==> src/hdl/encoder_rpm_setpoint_control_core_defines.svh <==
// Assertion macros shared by the encoder RPM setpoint control core.
`ifndef ENCODER_RPM_SETPOINT_CONTROL_CORE_DEFINES_SVH
`define ENCODER_RPM_SETPOINT_CONTROL_CORE_DEFINES_SVH

`ifndef NO_ASSERTIONS
`define ERCC_ASSERT_IMP(label, clk, rst_n, ante, cons) \
    label: assert property (@(posedge clk) disable iff (!rst_n) (ante) |-> (cons)) \
        else $error("assertion failed");
`define ERCC_ASSERT_NEXT(label, clk, rst_n, ante, cons) \
    label: assert property (@(posedge clk) disable iff (!rst_n) (ante) |=> (cons)) \
        else $error("assertion failed");
`else
`define ERCC_ASSERT_IMP(label, clk, rst_n, ante, cons)
`define ERCC_ASSERT_NEXT(label, clk, rst_n, ante, cons)
`endif

`endif

==> src/hdl/ercc_pkg.sv <==
// Types and constants of the encoder RPM setpoint control core.
`timescale 1ns / 1ps
package ercc_pkg;

    localparam int RPM_W  = 14;
    localparam int STEP_W = 8;
    localparam int LOCK_W = 16;
    localparam int FREQ_W = 20;
    localparam int TICK_W = 32;
    localparam int ADDR_W = 5;
    localparam int DATA_W = 32;

    typedef enum logic [1:0] {
        OP_TICK   = 2'd0,
        OP_STEP   = 2'd1,
        OP_BUTTON = 2'd2,
        OP_SWITCH = 2'd3
    } op_t;

    typedef enum logic [2:0] {
        REG_MIN_RPM       = 3'd0,
        REG_MAX_RPM       = 3'd1,
        REG_COARSE_STEP   = 3'd2,
        REG_FINE_STEP     = 3'd3,
        REG_LOCKOUT_TICKS = 3'd4
    } reg_idx_t;

    typedef struct packed {
        logic [RPM_W-1:0]  min_rpm;
        logic [RPM_W-1:0]  max_rpm;
        logic [STEP_W-1:0] coarse_step;
        logic [STEP_W-1:0] fine_step;
        logic [LOCK_W-1:0] lockout_ticks;
    } cfg_t;

    typedef struct packed {
        logic [RPM_W-1:0]  set_rpm;
        logic [RPM_W-1:0]  running_rpm;
        logic [FREQ_W-1:0] pulse_freq_mhz;
        logic              pulses_on;
        logic              fine_mode;
        logic              rpm_match;
        logic              event_taken;
    } res_t;

endpackage

==> src/hdl/ercc_ifs.sv <==
// Event and result channel interfaces of the encoder RPM setpoint control core.
`timescale 1ns / 1ps
interface ercc_evt_if;
    logic       valid;
    logic       ready;
    logic [1:0] operation;
    logic       direction_level;

    modport source (output valid, output operation, output direction_level, input ready);
    modport sink (input valid, input operation, input direction_level, output ready);
endinterface

interface ercc_rslt_if;
    import ercc_pkg::*;
    logic              valid;
    logic              ready;
    logic [RPM_W-1:0]  set_rpm;
    logic [RPM_W-1:0]  running_rpm;
    logic [FREQ_W-1:0] pulse_freq_mhz;
    logic              pulses_on;
    logic              fine_mode;
    logic              rpm_match;
    logic              event_taken;

    modport source (output valid, output set_rpm, output running_rpm, output pulse_freq_mhz,
                    output pulses_on, output fine_mode, output rpm_match, output event_taken,
                    input ready);
    modport sink (input valid, input set_rpm, input running_rpm, input pulse_freq_mhz,
                  input pulses_on, input fine_mode, input rpm_match, input event_taken,
                  output ready);
endinterface

==> src/hdl/encoder_rpm_setpoint_control_core.sv <==
// Top level of the encoder RPM setpoint control core.
// Events (tick, encoder step, push button, switch edge) arrive on the evt
// channel; each accepted transaction yields exactly one transaction on the
// rslt channel with the commanded and running RPM, the applied pulse
// frequency in mHz, the flags and whether the event passed the lockout.
// An event is captured in an input register, the state update is one
// combinational pass from that register into the result register, which
// presents the result once the result register is free to take it.
// Throughput is one event per cycle while rslt does not stall.
// When rslt stalls, the result register holds, the input register fills, and
// evt.ready drops until rslt.ready returns.
// The APB port writes and reads the limits, steps and lockout time; the user
// must write it only while no event is in flight; this is not enforced.
// Reset loads the register defaults, clears the tick counter and lockout,
// sets both RPM values to 6900 and clears pulse enable and fine mode.
`timescale 1ns / 1ps
module encoder_rpm_setpoint_control_core (
    input  logic                        clk,
    input  logic                        rst_n,
    ercc_evt_if.sink                    evt,
    ercc_rslt_if.source                 rslt,
    input  logic                        psel,
    input  logic                        penable,
    input  logic                        pwrite,
    input  logic [ercc_pkg::ADDR_W-1:0] paddr,
    input  logic [ercc_pkg::DATA_W-1:0] pwdata,
    output logic [ercc_pkg::DATA_W-1:0] prdata,
    output logic                        pready
);
    import ercc_pkg::*;

    cfg_t       cfg;
    res_t       res;
    res_t       out_reg;
    logic       out_valid_reg, out_valid_next;
    logic       s1_valid_reg, s1_valid_next;
    logic [1:0] s1_op_reg;
    logic       s1_dir_reg;
    logic       out_free;
    logic       s1_go;
    logic       evt_take;

    ercc_cfg u_cfg (
        .clk     (clk),
        .rst_n   (rst_n),
        .psel    (psel),
        .penable (penable),
        .pwrite  (pwrite),
        .paddr   (paddr),
        .pwdata  (pwdata),
        .prdata  (prdata),
        .pready  (pready),
        .cfg     (cfg)
    );

    ercc_update u_update (
        .clk             (clk),
        .rst_n           (rst_n),
        .cfg             (cfg),
        .go              (s1_go),
        .operation       (s1_op_reg),
        .direction_level (s1_dir_reg),
        .res             (res)
    );

    assign out_free  = !out_valid_reg || rslt.ready;
    assign s1_go     = s1_valid_reg && out_free;
    assign evt.ready = !s1_valid_reg || s1_go;
    assign evt_take  = evt.valid && evt.ready;

    assign s1_valid_next  = evt_take || (s1_valid_reg && !s1_go);
    assign out_valid_next = s1_go || (out_valid_reg && !rslt.ready);

    always_ff @(posedge clk or negedge rst_n)
    begin
        if (!rst_n)
        begin
            s1_valid_reg  <= 1'b0;
            out_valid_reg <= 1'b0;
        end
        else
        begin
            s1_valid_reg  <= s1_valid_next;
            out_valid_reg <= out_valid_next;
        end
    end

    always_ff @(posedge clk)
    begin
        if (evt_take)
        begin
            s1_op_reg  <= evt.operation;
            s1_dir_reg <= evt.direction_level;
        end
        if (s1_go)
            out_reg <= res;
    end

    assign rslt.valid          = out_valid_reg;
    assign rslt.set_rpm        = out_reg.set_rpm;
    assign rslt.running_rpm    = out_reg.running_rpm;
    assign rslt.pulse_freq_mhz = out_reg.pulse_freq_mhz;
    assign rslt.pulses_on      = out_reg.pulses_on;
    assign rslt.fine_mode      = out_reg.fine_mode;
    assign rslt.rpm_match      = out_reg.rpm_match;
    assign rslt.event_taken    = out_reg.event_taken;

endmodule

==> src/hdl/ercc_cfg.sv <==
// APB register file holding the limits, steps and lockout time.
`timescale 1ns / 1ps
module ercc_cfg (
    input  logic                        clk,
    input  logic                        rst_n,
    input  logic                        psel,
    input  logic                        penable,
    input  logic                        pwrite,
    input  logic [ercc_pkg::ADDR_W-1:0] paddr,
    input  logic [ercc_pkg::DATA_W-1:0] pwdata,
    output logic [ercc_pkg::DATA_W-1:0] prdata,
    output logic                        pready,
    output ercc_pkg::cfg_t              cfg
);
    import ercc_pkg::*;

    localparam logic [RPM_W-1:0]  MIN_RPM_RST  = RPM_W'(2500);
    localparam logic [RPM_W-1:0]  MAX_RPM_RST  = RPM_W'(9000);
    localparam logic [STEP_W-1:0] COARSE_RST   = STEP_W'(10);
    localparam logic [STEP_W-1:0] FINE_RST     = STEP_W'(1);
    localparam logic [LOCK_W-1:0] LOCKOUT_RST  = LOCK_W'(15);

    cfg_t     cfg_reg;
    cfg_t     cfg_next;
    reg_idx_t idx;
    logic     wr_en;

    assign pready = 1'b1;
    assign idx    = reg_idx_t'(paddr[ADDR_W-1:2]);
    assign wr_en  = psel && penable && pwrite && pready;
    assign cfg    = cfg_reg;

    always_comb
    begin
        cfg_next = cfg_reg;
        if (wr_en)
        begin
            case (idx)
                REG_MIN_RPM:       cfg_next.min_rpm       = pwdata[RPM_W-1:0];
                REG_MAX_RPM:       cfg_next.max_rpm       = pwdata[RPM_W-1:0];
                REG_COARSE_STEP:   cfg_next.coarse_step   = pwdata[STEP_W-1:0];
                REG_FINE_STEP:     cfg_next.fine_step     = pwdata[STEP_W-1:0];
                REG_LOCKOUT_TICKS: cfg_next.lockout_ticks = pwdata[LOCK_W-1:0];
                default:           cfg_next = cfg_reg;
            endcase
        end
    end

    always_comb
    begin
        case (idx)
            REG_MIN_RPM:       prdata = DATA_W'(cfg_reg.min_rpm);
            REG_MAX_RPM:       prdata = DATA_W'(cfg_reg.max_rpm);
            REG_COARSE_STEP:   prdata = DATA_W'(cfg_reg.coarse_step);
            REG_FINE_STEP:     prdata = DATA_W'(cfg_reg.fine_step);
            REG_LOCKOUT_TICKS: prdata = DATA_W'(cfg_reg.lockout_ticks);
            default:           prdata = '0;
        endcase
    end

    always_ff @(posedge clk or negedge rst_n)
    begin
        if (!rst_n)
        begin
            cfg_reg.min_rpm       <= MIN_RPM_RST;
            cfg_reg.max_rpm       <= MAX_RPM_RST;
            cfg_reg.coarse_step   <= COARSE_RST;
            cfg_reg.fine_step     <= FINE_RST;
            cfg_reg.lockout_ticks <= LOCKOUT_RST;
        end
        else
        begin
            cfg_reg <= cfg_next;
        end
    end

endmodule

==> src/hdl/ercc_update.sv <==
// Controller state and the combinational update that one event applies to it.
`timescale 1ns / 1ps
`include "encoder_rpm_setpoint_control_core_defines.svh"
module ercc_update (
    input  logic           clk,
    input  logic           rst_n,
    input  ercc_pkg::cfg_t cfg,
    input  logic           go,
    input  logic [1:0]     operation,
    input  logic           direction_level,
    output ercc_pkg::res_t res
);
    import ercc_pkg::*;

    localparam logic [RPM_W-1:0]  RPM_RST   = RPM_W'(6900);
    localparam logic [FREQ_W-1:0] FREQ_RST  = FREQ_W'(229997);
    // rpm*33333/1000 = 33*rpm + floor(333*rpm/1000); the second term is one
    // multiply by 333*ceil(2^33/1000), exact for every 14-bit rpm.
    localparam logic [31:0]       FREQ_MUL  = 32'd2860448355;
    localparam int                FREQ_SHIFT = 33;
    localparam int                PROD_W    = RPM_W + 32;

    logic [TICK_W-1:0] tick_count_reg, tick_count_next;
    logic [TICK_W-1:0] next_allowed_reg, next_allowed_next;
    logic [RPM_W-1:0]  cmd_reg, cmd_next;
    logic [RPM_W-1:0]  applied_reg, applied_next;
    logic [FREQ_W-1:0] freq_reg, freq_next;
    logic              enable_reg, enable_next;
    logic              fine_reg, fine_next;

    op_t               op;
    logic              taken;
    logic              apply;
    logic [STEP_W-1:0] step;
    logic [RPM_W:0]    lower_sum;
    logic [RPM_W:0]    upper_sum;
    logic [RPM_W-1:0]  stepped;
    logic [RPM_W-1:0]  clamped;
    logic [PROD_W-1:0] prod;
    logic [FREQ_W-1:0] freq_calc;

    assign op    = op_t'(operation);
    assign taken = (op != OP_TICK) && (tick_count_reg > next_allowed_reg);
    assign step  = fine_reg ? cfg.fine_step : cfg.coarse_step;

    assign lower_sum = {1'b0, cfg.min_rpm} + (RPM_W+1)'(step);
    assign upper_sum = {1'b0, cmd_reg} + (RPM_W+1)'(step);

    always_comb
    begin
        if (direction_level)
        begin
            if ({1'b0, cmd_reg} <= lower_sum)
                stepped = cfg.min_rpm;
            else
                stepped = cmd_reg - RPM_W'(step);
        end
        else
        begin
            if (upper_sum >= {1'b0, cfg.max_rpm})
                stepped = cfg.max_rpm;
            else
                stepped = upper_sum[RPM_W-1:0];
        end
    end

    always_comb
    begin
        if (cmd_reg > cfg.max_rpm)
            clamped = cfg.max_rpm;
        else if (cmd_reg < cfg.min_rpm)
            clamped = cfg.min_rpm;
        else
            clamped = cmd_reg;
    end

    assign prod      = PROD_W'(clamped) * PROD_W'(FREQ_MUL);
    assign freq_calc = (FREQ_W'(clamped) << 5) + FREQ_W'(clamped)
                     + FREQ_W'(prod[PROD_W-1:FREQ_SHIFT]);

    always_comb
    begin
        tick_count_next   = tick_count_reg;
        next_allowed_next = next_allowed_reg;
        cmd_next          = cmd_reg;
        applied_next      = applied_reg;
        freq_next         = freq_reg;
        enable_next       = enable_reg;
        fine_next         = fine_reg;
        apply             = 1'b0;

        if (taken)
            next_allowed_next = tick_count_reg + TICK_W'(cfg.lockout_ticks);

        case (op)
            OP_TICK:
            begin
                tick_count_next = tick_count_reg + TICK_W'(1);
            end
            OP_STEP:
            begin
                if (taken)
                    cmd_next = stepped;
            end
            OP_BUTTON:
            begin
                if (taken)
                begin
                    enable_next = !enable_reg;
                    apply       = 1'b1;
                end
            end
            OP_SWITCH:
            begin
                if (taken)
                begin
                    fine_next = !fine_reg;
                    apply     = fine_reg;
                end
            end
            default:
            begin
                tick_count_next = tick_count_reg;
            end
        endcase

        if (apply)
        begin
            cmd_next     = clamped;
            applied_next = clamped;
            freq_next    = freq_calc;
        end
    end

    always_comb
    begin
        res.set_rpm        = cmd_next;
        res.running_rpm    = applied_next;
        res.pulse_freq_mhz = freq_next;
        res.pulses_on      = enable_next;
        res.fine_mode      = fine_next;
        res.rpm_match      = (cmd_next == applied_next);
        res.event_taken    = taken;
    end

    always_ff @(posedge clk or negedge rst_n)
    begin
        if (!rst_n)
        begin
            tick_count_reg   <= '0;
            next_allowed_reg <= '0;
            cmd_reg          <= RPM_RST;
            applied_reg      <= RPM_RST;
            freq_reg         <= FREQ_RST;
            enable_reg       <= 1'b0;
            fine_reg         <= 1'b0;
        end
        else if (go)
        begin
            tick_count_reg   <= tick_count_next;
            next_allowed_reg <= next_allowed_next;
            cmd_reg          <= cmd_next;
            applied_reg      <= applied_next;
            freq_reg         <= freq_next;
            enable_reg       <= enable_next;
            fine_reg         <= fine_next;
        end
    end

    `ERCC_ASSERT_NEXT(a_reject_keeps_state, clk, rst_n, go && !taken, $stable(cmd_reg) && $stable(applied_reg) && $stable(enable_reg) && $stable(fine_reg) && $stable(next_allowed_reg))
    `ERCC_ASSERT_NEXT(a_tick_advances, clk, rst_n, go && (op == OP_TICK), tick_count_reg == $past(tick_count_reg) + TICK_W'(1))
    `ERCC_ASSERT_IMP(a_button_applies, clk, rst_n, taken && (op == OP_BUTTON), res.rpm_match && (res.pulses_on != enable_reg))

endmodule
==> src/flat_wrapper.sv <==
// flat-port wrapper written by rule: the top's interface ports become plain ports
module encoder_rpm_setpoint_control_core_flat import ercc_pkg::*;
  (clk, rst_n, psel, penable, pwrite, paddr, pwdata, prdata, pready, evt_valid, evt_operation, evt_direction_level, evt_ready, rslt_valid, rslt_set_rpm, rslt_running_rpm, rslt_pulse_freq_mhz, rslt_pulses_on, rslt_fine_mode, rslt_rpm_match, rslt_event_taken, rslt_ready);
  ercc_evt_if evt_i ();
  ercc_rslt_if rslt_i ();
  input  logic clk;
  input  logic rst_n;
  input  logic psel;
  input  logic penable;
  input  logic pwrite;
  input  logic [ercc_pkg::ADDR_W-1:0] paddr;
  input  logic [ercc_pkg::DATA_W-1:0] pwdata;
  output logic [ercc_pkg::DATA_W-1:0] prdata;
  output logic pready;
  input wire logic [$bits(evt_i.valid)-1:0] evt_valid;
  input wire logic [$bits(evt_i.operation)-1:0] evt_operation;
  input wire logic [$bits(evt_i.direction_level)-1:0] evt_direction_level;
  output wire logic [$bits(evt_i.ready)-1:0] evt_ready;
  output wire logic [$bits(rslt_i.valid)-1:0] rslt_valid;
  output wire logic [$bits(rslt_i.set_rpm)-1:0] rslt_set_rpm;
  output wire logic [$bits(rslt_i.running_rpm)-1:0] rslt_running_rpm;
  output wire logic [$bits(rslt_i.pulse_freq_mhz)-1:0] rslt_pulse_freq_mhz;
  output wire logic [$bits(rslt_i.pulses_on)-1:0] rslt_pulses_on;
  output wire logic [$bits(rslt_i.fine_mode)-1:0] rslt_fine_mode;
  output wire logic [$bits(rslt_i.rpm_match)-1:0] rslt_rpm_match;
  output wire logic [$bits(rslt_i.event_taken)-1:0] rslt_event_taken;
  input wire logic [$bits(rslt_i.ready)-1:0] rslt_ready;
  assign evt_i.valid = evt_valid;
  assign evt_i.operation = evt_operation;
  assign evt_i.direction_level = evt_direction_level;
  assign evt_ready = evt_i.ready;
  assign rslt_valid = rslt_i.valid;
  assign rslt_set_rpm = rslt_i.set_rpm;
  assign rslt_running_rpm = rslt_i.running_rpm;
  assign rslt_pulse_freq_mhz = rslt_i.pulse_freq_mhz;
  assign rslt_pulses_on = rslt_i.pulses_on;
  assign rslt_fine_mode = rslt_i.fine_mode;
  assign rslt_rpm_match = rslt_i.rpm_match;
  assign rslt_event_taken = rslt_i.event_taken;
  assign rslt_i.ready = rslt_ready;
  encoder_rpm_setpoint_control_core u_core (.clk(clk), .rst_n(rst_n), .evt(evt_i), .rslt(rslt_i), .psel(psel), .penable(penable), .pwrite(pwrite), .paddr(paddr), .pwdata(pwdata), .prdata(prdata), .pready(pready));
endmodule
==> config.mk <==
export PLATFORM = sky130hd
export DESIGN_NAME = encoder_rpm_setpoint_control_core_flat
export DESIGN_NICKNAME = d
export VERILOG_FILES = /design/src/hdl/ercc_pkg.sv /design/src/hdl/ercc_ifs.sv /design/src/hdl/encoder_rpm_setpoint_control_core.sv /design/src/hdl/ercc_cfg.sv /design/src/hdl/ercc_update.sv /design/src/flat_wrapper.sv
export VERILOG_INCLUDE_DIRS = /design/src /design/src/hdl
export SDC_FILE = /design/constraint.sdc
export NUM_CORES = 1
export LEC_CHECK = 0
export BUFFER_PORTS_ARGS = -buffer_cell sky130_fd_sc_hd__buf_2
export CORE_ASPECT_RATIO = 0.7
export CORE_MARGIN = 3
export CORE_UTILIZATION = 41
export CTS_CLUSTER_DIAMETER = 200
export CTS_CLUSTER_SIZE = 24
export DETAILED_ROUTE_END_ITERATION = 12
export GPL_ROUTABILITY_DRIVEN = 0
export PLACE_DENSITY_LB_ADDON = 0.25
export SLEW_MARGIN = 20
export SYNTH_ARGS = -nofsm -noshare
export SYNTH_HDL_FRONTEND = slang
export SYNTH_SLANG_ARGS = --single-unit
==> constraint.sdc <==
create_clock -name clk -period 13.7 [get_ports clk]
set_input_delay 2.055 -clock clk [delete_from_list [all_inputs] [get_ports clk]]
set_output_delay 2.055 -clock clk [all_outputs]
set_load 0.01 [all_outputs]
==> flow_summary.toml, run 1 <==
[outcome]
status = "complete, no violations"

[grt]
antenna_found_initial = 2
grt_overflow = 0
grt_pass1_vias = 17300
grt_usage = 0.221
grt_max_degree = 104
grt_pass1_wl_um = 100000

[worst_setup_path]
regToRegStartpoint = "u_core.u_cfg.cfg[57]"
crit_family = "compound AO/OA/AOI/OAI gates"
crit_start = "u_core.u_cfg.cfg[57]"
cp_max_fo = 27
cpPeakStageDelay_ps = 670
crit_required_ps = 13940
crit_path_frequent_cell = "fa_1"
critical_path_class = "reg2reg"
crit_arrival_ps = 12710
cp-start-kind = "flop"
end_kind = "flop"
crit_slowest_cell = "a21oi_1"
crit_buf_inv = 5

[clock_tree]
ctsHoldBuffers = 0
insertion_delay_ps = 530
cts_buffer_depth = 3
cts_tree = "done"
htree_num_levels = 1
cts_sinks = 231
post_cts_buffers = 0
cts_resized = 0
clkTransAtPathRegs_ps = 110
cts_buffers = 13
root_buffer = "clkbuf_16"

[timing]
fin_setup_tns_ps = 0
fin_crit_ps = 12470
fin_worst_skew_ps = 48.1
rsz0062_at_grt = "no"
worst_pin_slew_ps = 1070
holdWs_ps = 477
setup_viol = 0
slew_headroom = 0.279
slew_violations = 0
fmax_mhz = 80.2
finalHoldViolations = 0
fin_crit_sh = 0.910

[finish]
syn2layout_area_growth_pct = 7.60
post-route-util = 0.450
layout-drive-gt1-share = 0.117
largest_register_ffs = 60
final_nets = 2988
final_cells = 3211
n_antenna_cell = 0
fillers = 5157

[yosys]
synth_edf_count = 55
yosysSeqAreaShare = 0.269
synth_area_leaders = "ha_1, fa_1, dfrtp_1"
synthArstFlopShare = 0.762
synth-seq-cells = 231
synthCells = 2397
syn-cell-area_mm2 = 0.0227
synth_top_area_frac = 0.164
yosys_warnings = 0
ys.flop_type = "dfrtp_1"
synth_largest_area_cell = "ha_1"
netlist_top_cells_count = "inv_1, ha_1, nand2_1, fa_1, dfrtp_1"
ys_types = 87
yosysMostFrequentCell = "inv_1"
avgSynthCellArea_um2 = 9.48

[placement]
hpwl_um = 52100
portBuffers = 98
place_inst = 3189

[die]
dieArea_mm2 = 0.0583
io_pins = 134
die_height_um = 203
coreArea_mm2 = 0.0543
row_count = 71
start_util = 0.419
die_w_um = 287

[detailed_routing]
routed_wl_um = 64000
drt-vias-per-instance = 5.41
antenna_left = 0
post_drt_wl_per_cell_um = 19.9
drc = 0
vias = 17400
drt_iter0_drc = 1602
first_pass_iters = 6

[job]
maxCapViolations = 0

[hold_path]
hold_path_startpoint = "u_core.u_update.freq_reg[0]"
holdCritPathClass = "reg2reg"
-- routing by layer --
layer  up-vias  global-route usage  wire [um]
li1       8238                   -          -
met1      8452               0.342      31500
met2       590               0.307      25200
met3        93              0.0582       5900
met4         2              0.0405       1320
met5         -                   0         10
-- worst reg2reg max path: cells and delay by family, from the launching register on --
kind,cells,cell delay [ps]
compound gates,19,4860
xor+xnor,2,480
fa+ha+maj,10,4490
buf+inv,5,760
flops,1,600
simple gates,8,1000
-- logic make-up (layout without fill, tap and decap cells) --
family / Yosys count / after routing / share of synthesized area
XOR/XNOR: 128 / 128 / 0.0497
adder cells (fa/ha/maj): 467 / 467 / 0.313
AND/OR/NAND/NOR: 559 / 559 / 0.116
multiplexers: 104 / 104 / 0.0496
buffers and inverters: 449 / 518 / 0.0780
other: 2 / 17 / 0.000331
AO/OA/AOI/OAI: 457 / 457 / 0.124
flip-flops: 231 / 231 / 0.269
-- final cells by class --
type	count	area, um^2	share of cell area
clock buffers	20	352	0.0144
clock inverters	2	20.0	0.000819
inverters	365	1370	0.0562
multi-input cells	1732	14900	0.611
flip-flops and latches	231	6110	0.250
well taps	730	913	0.0374
repair buffers	131	747	0.0306
-- cell usage in the layout, fill, tap and decap left out, drive strengths merged, types with 5 or more instances in the layout --
master,Yosys,routed
inv,364,366
ha,297,297
nand2,220,220
fa,170,170
o21ai,136,136
dfrtp,134,134
a21oi,134,134
buf,31,130
nor2,127,127
xnor2,77,77
mux2,69,69
edfxtp,55,55
xor2,51,51
nand3,48,48
dfstp,42,42
a21o,36,36
mux2i,35,35
nand4,31,31
and3,24,24
a31oi,21,21
nor3,21,21
clkbuf,53,21
nand2b,18,18
nor2b,18,18
conb,2,17
o21bai,15,15
a211oi,14,14
o22ai,13,13
o211ai,12,12
o21a,12,12
o31ai,11,11
or3,9,9
or2,9,9
nor4,8,8
and2,6,6
a211o,5,5
and4,5,5
a221oi,5,5
o311ai,5,5
-- through the flow --
stage / area (um^2) / setup WS [ps]
floorplan: 22800 / 2860
global placement: 24100 / 1300
detailed placement: 24100 / 1170
CTS: 24400 / 1100
global route: 24400 / 511
finish: 24400 / 1230
-- worst paths after layout --
path | depth (start not counted) | slack, ps | to
setup reg to reg | 44 | 1230 | u_core.rslt.pulse_freq_mhz[18]
max in group asynchronous | 2 | 10500 | u_core.u_update.fine_reg
hold reg to reg | 2 | 480 | u_core.u_update.freq_reg[0]
min in group asynchronous | 1 | 1630 | u_core.u_update.next_allowed_reg[4]
setup / recovery | 44 | 1230 | u_core.rslt.pulse_freq_mhz[18]
hold / removal | 2 | 480 | u_core.u_update.freq_reg[0]
Power of run 1 is not shown: default switching activity piles up to over one toggle a cycle in this logic, so the estimate is an artifact.
==> run 2: changes to the inputs <==
--- a/config.mk
+++ b/config.mk
@@ -7,13 +7,12 @@
 export NUM_CORES = 1
 export LEC_CHECK = 0
 export BUFFER_PORTS_ARGS = -buffer_cell sky130_fd_sc_hd__buf_2
-export CORE_ASPECT_RATIO = 0.7
+export CORE_ASPECT_RATIO = 2
 export CORE_MARGIN = 3
 export CORE_UTILIZATION = 41
 export CTS_CLUSTER_DIAMETER = 200
 export CTS_CLUSTER_SIZE = 24
 export DETAILED_ROUTE_END_ITERATION = 12
-export GPL_ROUTABILITY_DRIVEN = 0
 export PLACE_DENSITY_LB_ADDON = 0.25
 export SLEW_MARGIN = 20
 export SYNTH_ARGS = -nofsm -noshare
==> flow_summary.toml, run 2 (same netlist as run 1, synthesis figures left out) <==
[outcome]
status = "complete, no violations"

[clock_tree]
cts_buffers = 13
root_buffer = "clkbuf_16"
ctsHoldBuffers = 0
clkTransAtPathRegs_ps = 90
cts_tree = "done"
post_cts_buffers = 0
insertion_delay_ps = 540
cts_sinks = 231
htree_num_levels = 1
cts_resized = 0
cts_buffer_depth = 3

[timing]
fin_crit_ps = 12550
fin_crit_sh = 0.916
finalHoldViolations = 0
worst_pin_slew_ps = 1050
slew_violations = 0
rsz0062_at_grt = "no"
setup_viol = 0
slew_headroom = 0.292
fin_worst_skew_ps = 43.3
fmax_mhz = 79.7
fin_setup_tns_ps = 0

[detailed_routing]
drt-vias-per-instance = 5.45
routed_wl_um = 73100
vias = 17800
drt_iter0_drc = 767
post_drt_wl_per_cell_um = 22.5
antenna_left = 0
first_pass_iters = 4
drc = 0

[finish]
syn2layout_area_growth_pct = 8.81
layout_common_cells = "inv_1, ha_1, nand2_1"
layout_commonest_cell = "inv_1"
layout-drive-gt1-share = 0.130
final_nets = 3025
fillers = 5328
largest_register_ffs = 60

[die]
io_pins = 134
row_count = 121
dieArea_mm2 = 0.0584
die_w_um = 172
die_height_um = 339
start_util = 0.416
coreArea_mm2 = 0.0547

[job]
maxCapViolations = 0

[grt]
grt_usage = 0.253
antenna_found_initial = 4
grt_pass1_vias = 19100
grt_overflow = 0
grt_max_degree = 65
grt_pass1_wl_um = 111000

[worst_setup_path]
end_kind = "flop"
cp-start-kind = "flop"
crit_slowest_cell = "o31ai_1"
crit_arrival_ps = 12810
cpPeakStageDelay_ps = 870
crit_required_ps = 13950
critical_path_class = "reg2reg"
crit_path_frequent_cell = "fa_1"
cp_max_fo = 31

[hold_path]
holdCritPathClass = "reg2reg"

[placement]
hpwl_um = 61500
place_congestion = 1.01
portBuffers = 98
==> run 2: changes by cell type in the layout (fill, tap and decap cells not counted) <==
cell / delta
o21ai_1: +1
or3_2: +1
diode_2: +2
clkbuf_1: -1
buf_4: +37
or3_4: -1
o21ai_4: -1
==> run 2: critical path: cells and delay by family, from the launching register on <==
kind	cells	cell delay, ps
xor gates and xnor gates	2	300
adders and majority gates	10	4350
AOI/OAI and AO/OA	21	5290
and+or+nand+nor	4	570
buffers and inverters	7	1060
DFF	1	730
==> run 2: layout make-up <==
type,count,area (um^2),area share
diodes,2,5.00,0.000202
clock buffers,19,348,0.0141
clock inverters,2,20.0,0.000810
inverters,365,1370,0.0555
multi-input cells,1732,14900,0.603
flip-flops and latches,231,6110,0.247
well taps,738,923,0.0374
repair buffers,168,1020,0.0415
==> run 2: worst paths after layout <==
kind | start | end | slack, ps | cells past startpoint
worst max-delay path | u_core.u_update.cmd_reg[7] | u_core.rslt.pulse_freq_mhz[17] | 1150 | 44
worst min-delay path | u_core.u_update.freq_reg[5] | u_core.u_update.freq_reg[5] | 460 | 2
worst max register to register | u_core.u_update.cmd_reg[7] | u_core.rslt.pulse_freq_mhz[17] | 1150 | 44
worst min register to register | u_core.u_update.freq_reg[5] | u_core.u_update.freq_reg[5] | 460 | 2
max in group asynchronous | rst_n | u_core.u_cfg.cfg[19] | 10150 | 3
min in group asynchronous | rst_n | u_core.u_update.cmd_reg[3] | 1500 | 1
==> run 2: per-layer routing <==
metal	GRT usage	routed length [um]	vias to the layer above
met4	0.199	7600	0
met2	0.480	39900	462
met5	0	0	-
met1	0.236	23400	8741
li1	-	-	8311
met3	0.0254	2320	245
==> run 2: through the flow <==
stage | setup slack (ps) | cell area [um^2] | util | hold WS, ps | cells
after CTS | 1180 | 24700 | 0.452 | 465 | 3255
after global routing | 645 | 24700 | 0.452 | 487 | 3256
after detailed placement | 1260 | 24300 | 0.445 | 449 | 3234
after global placement | 1280 | 24300 | 0.445 | 447 | 3234
after floorplan | 2860 | 22800 | - | 439 | 2412
final | 1150 | 24700 | 0.452 | 463 | 3257
Power of run 2 is left out for the same reason.
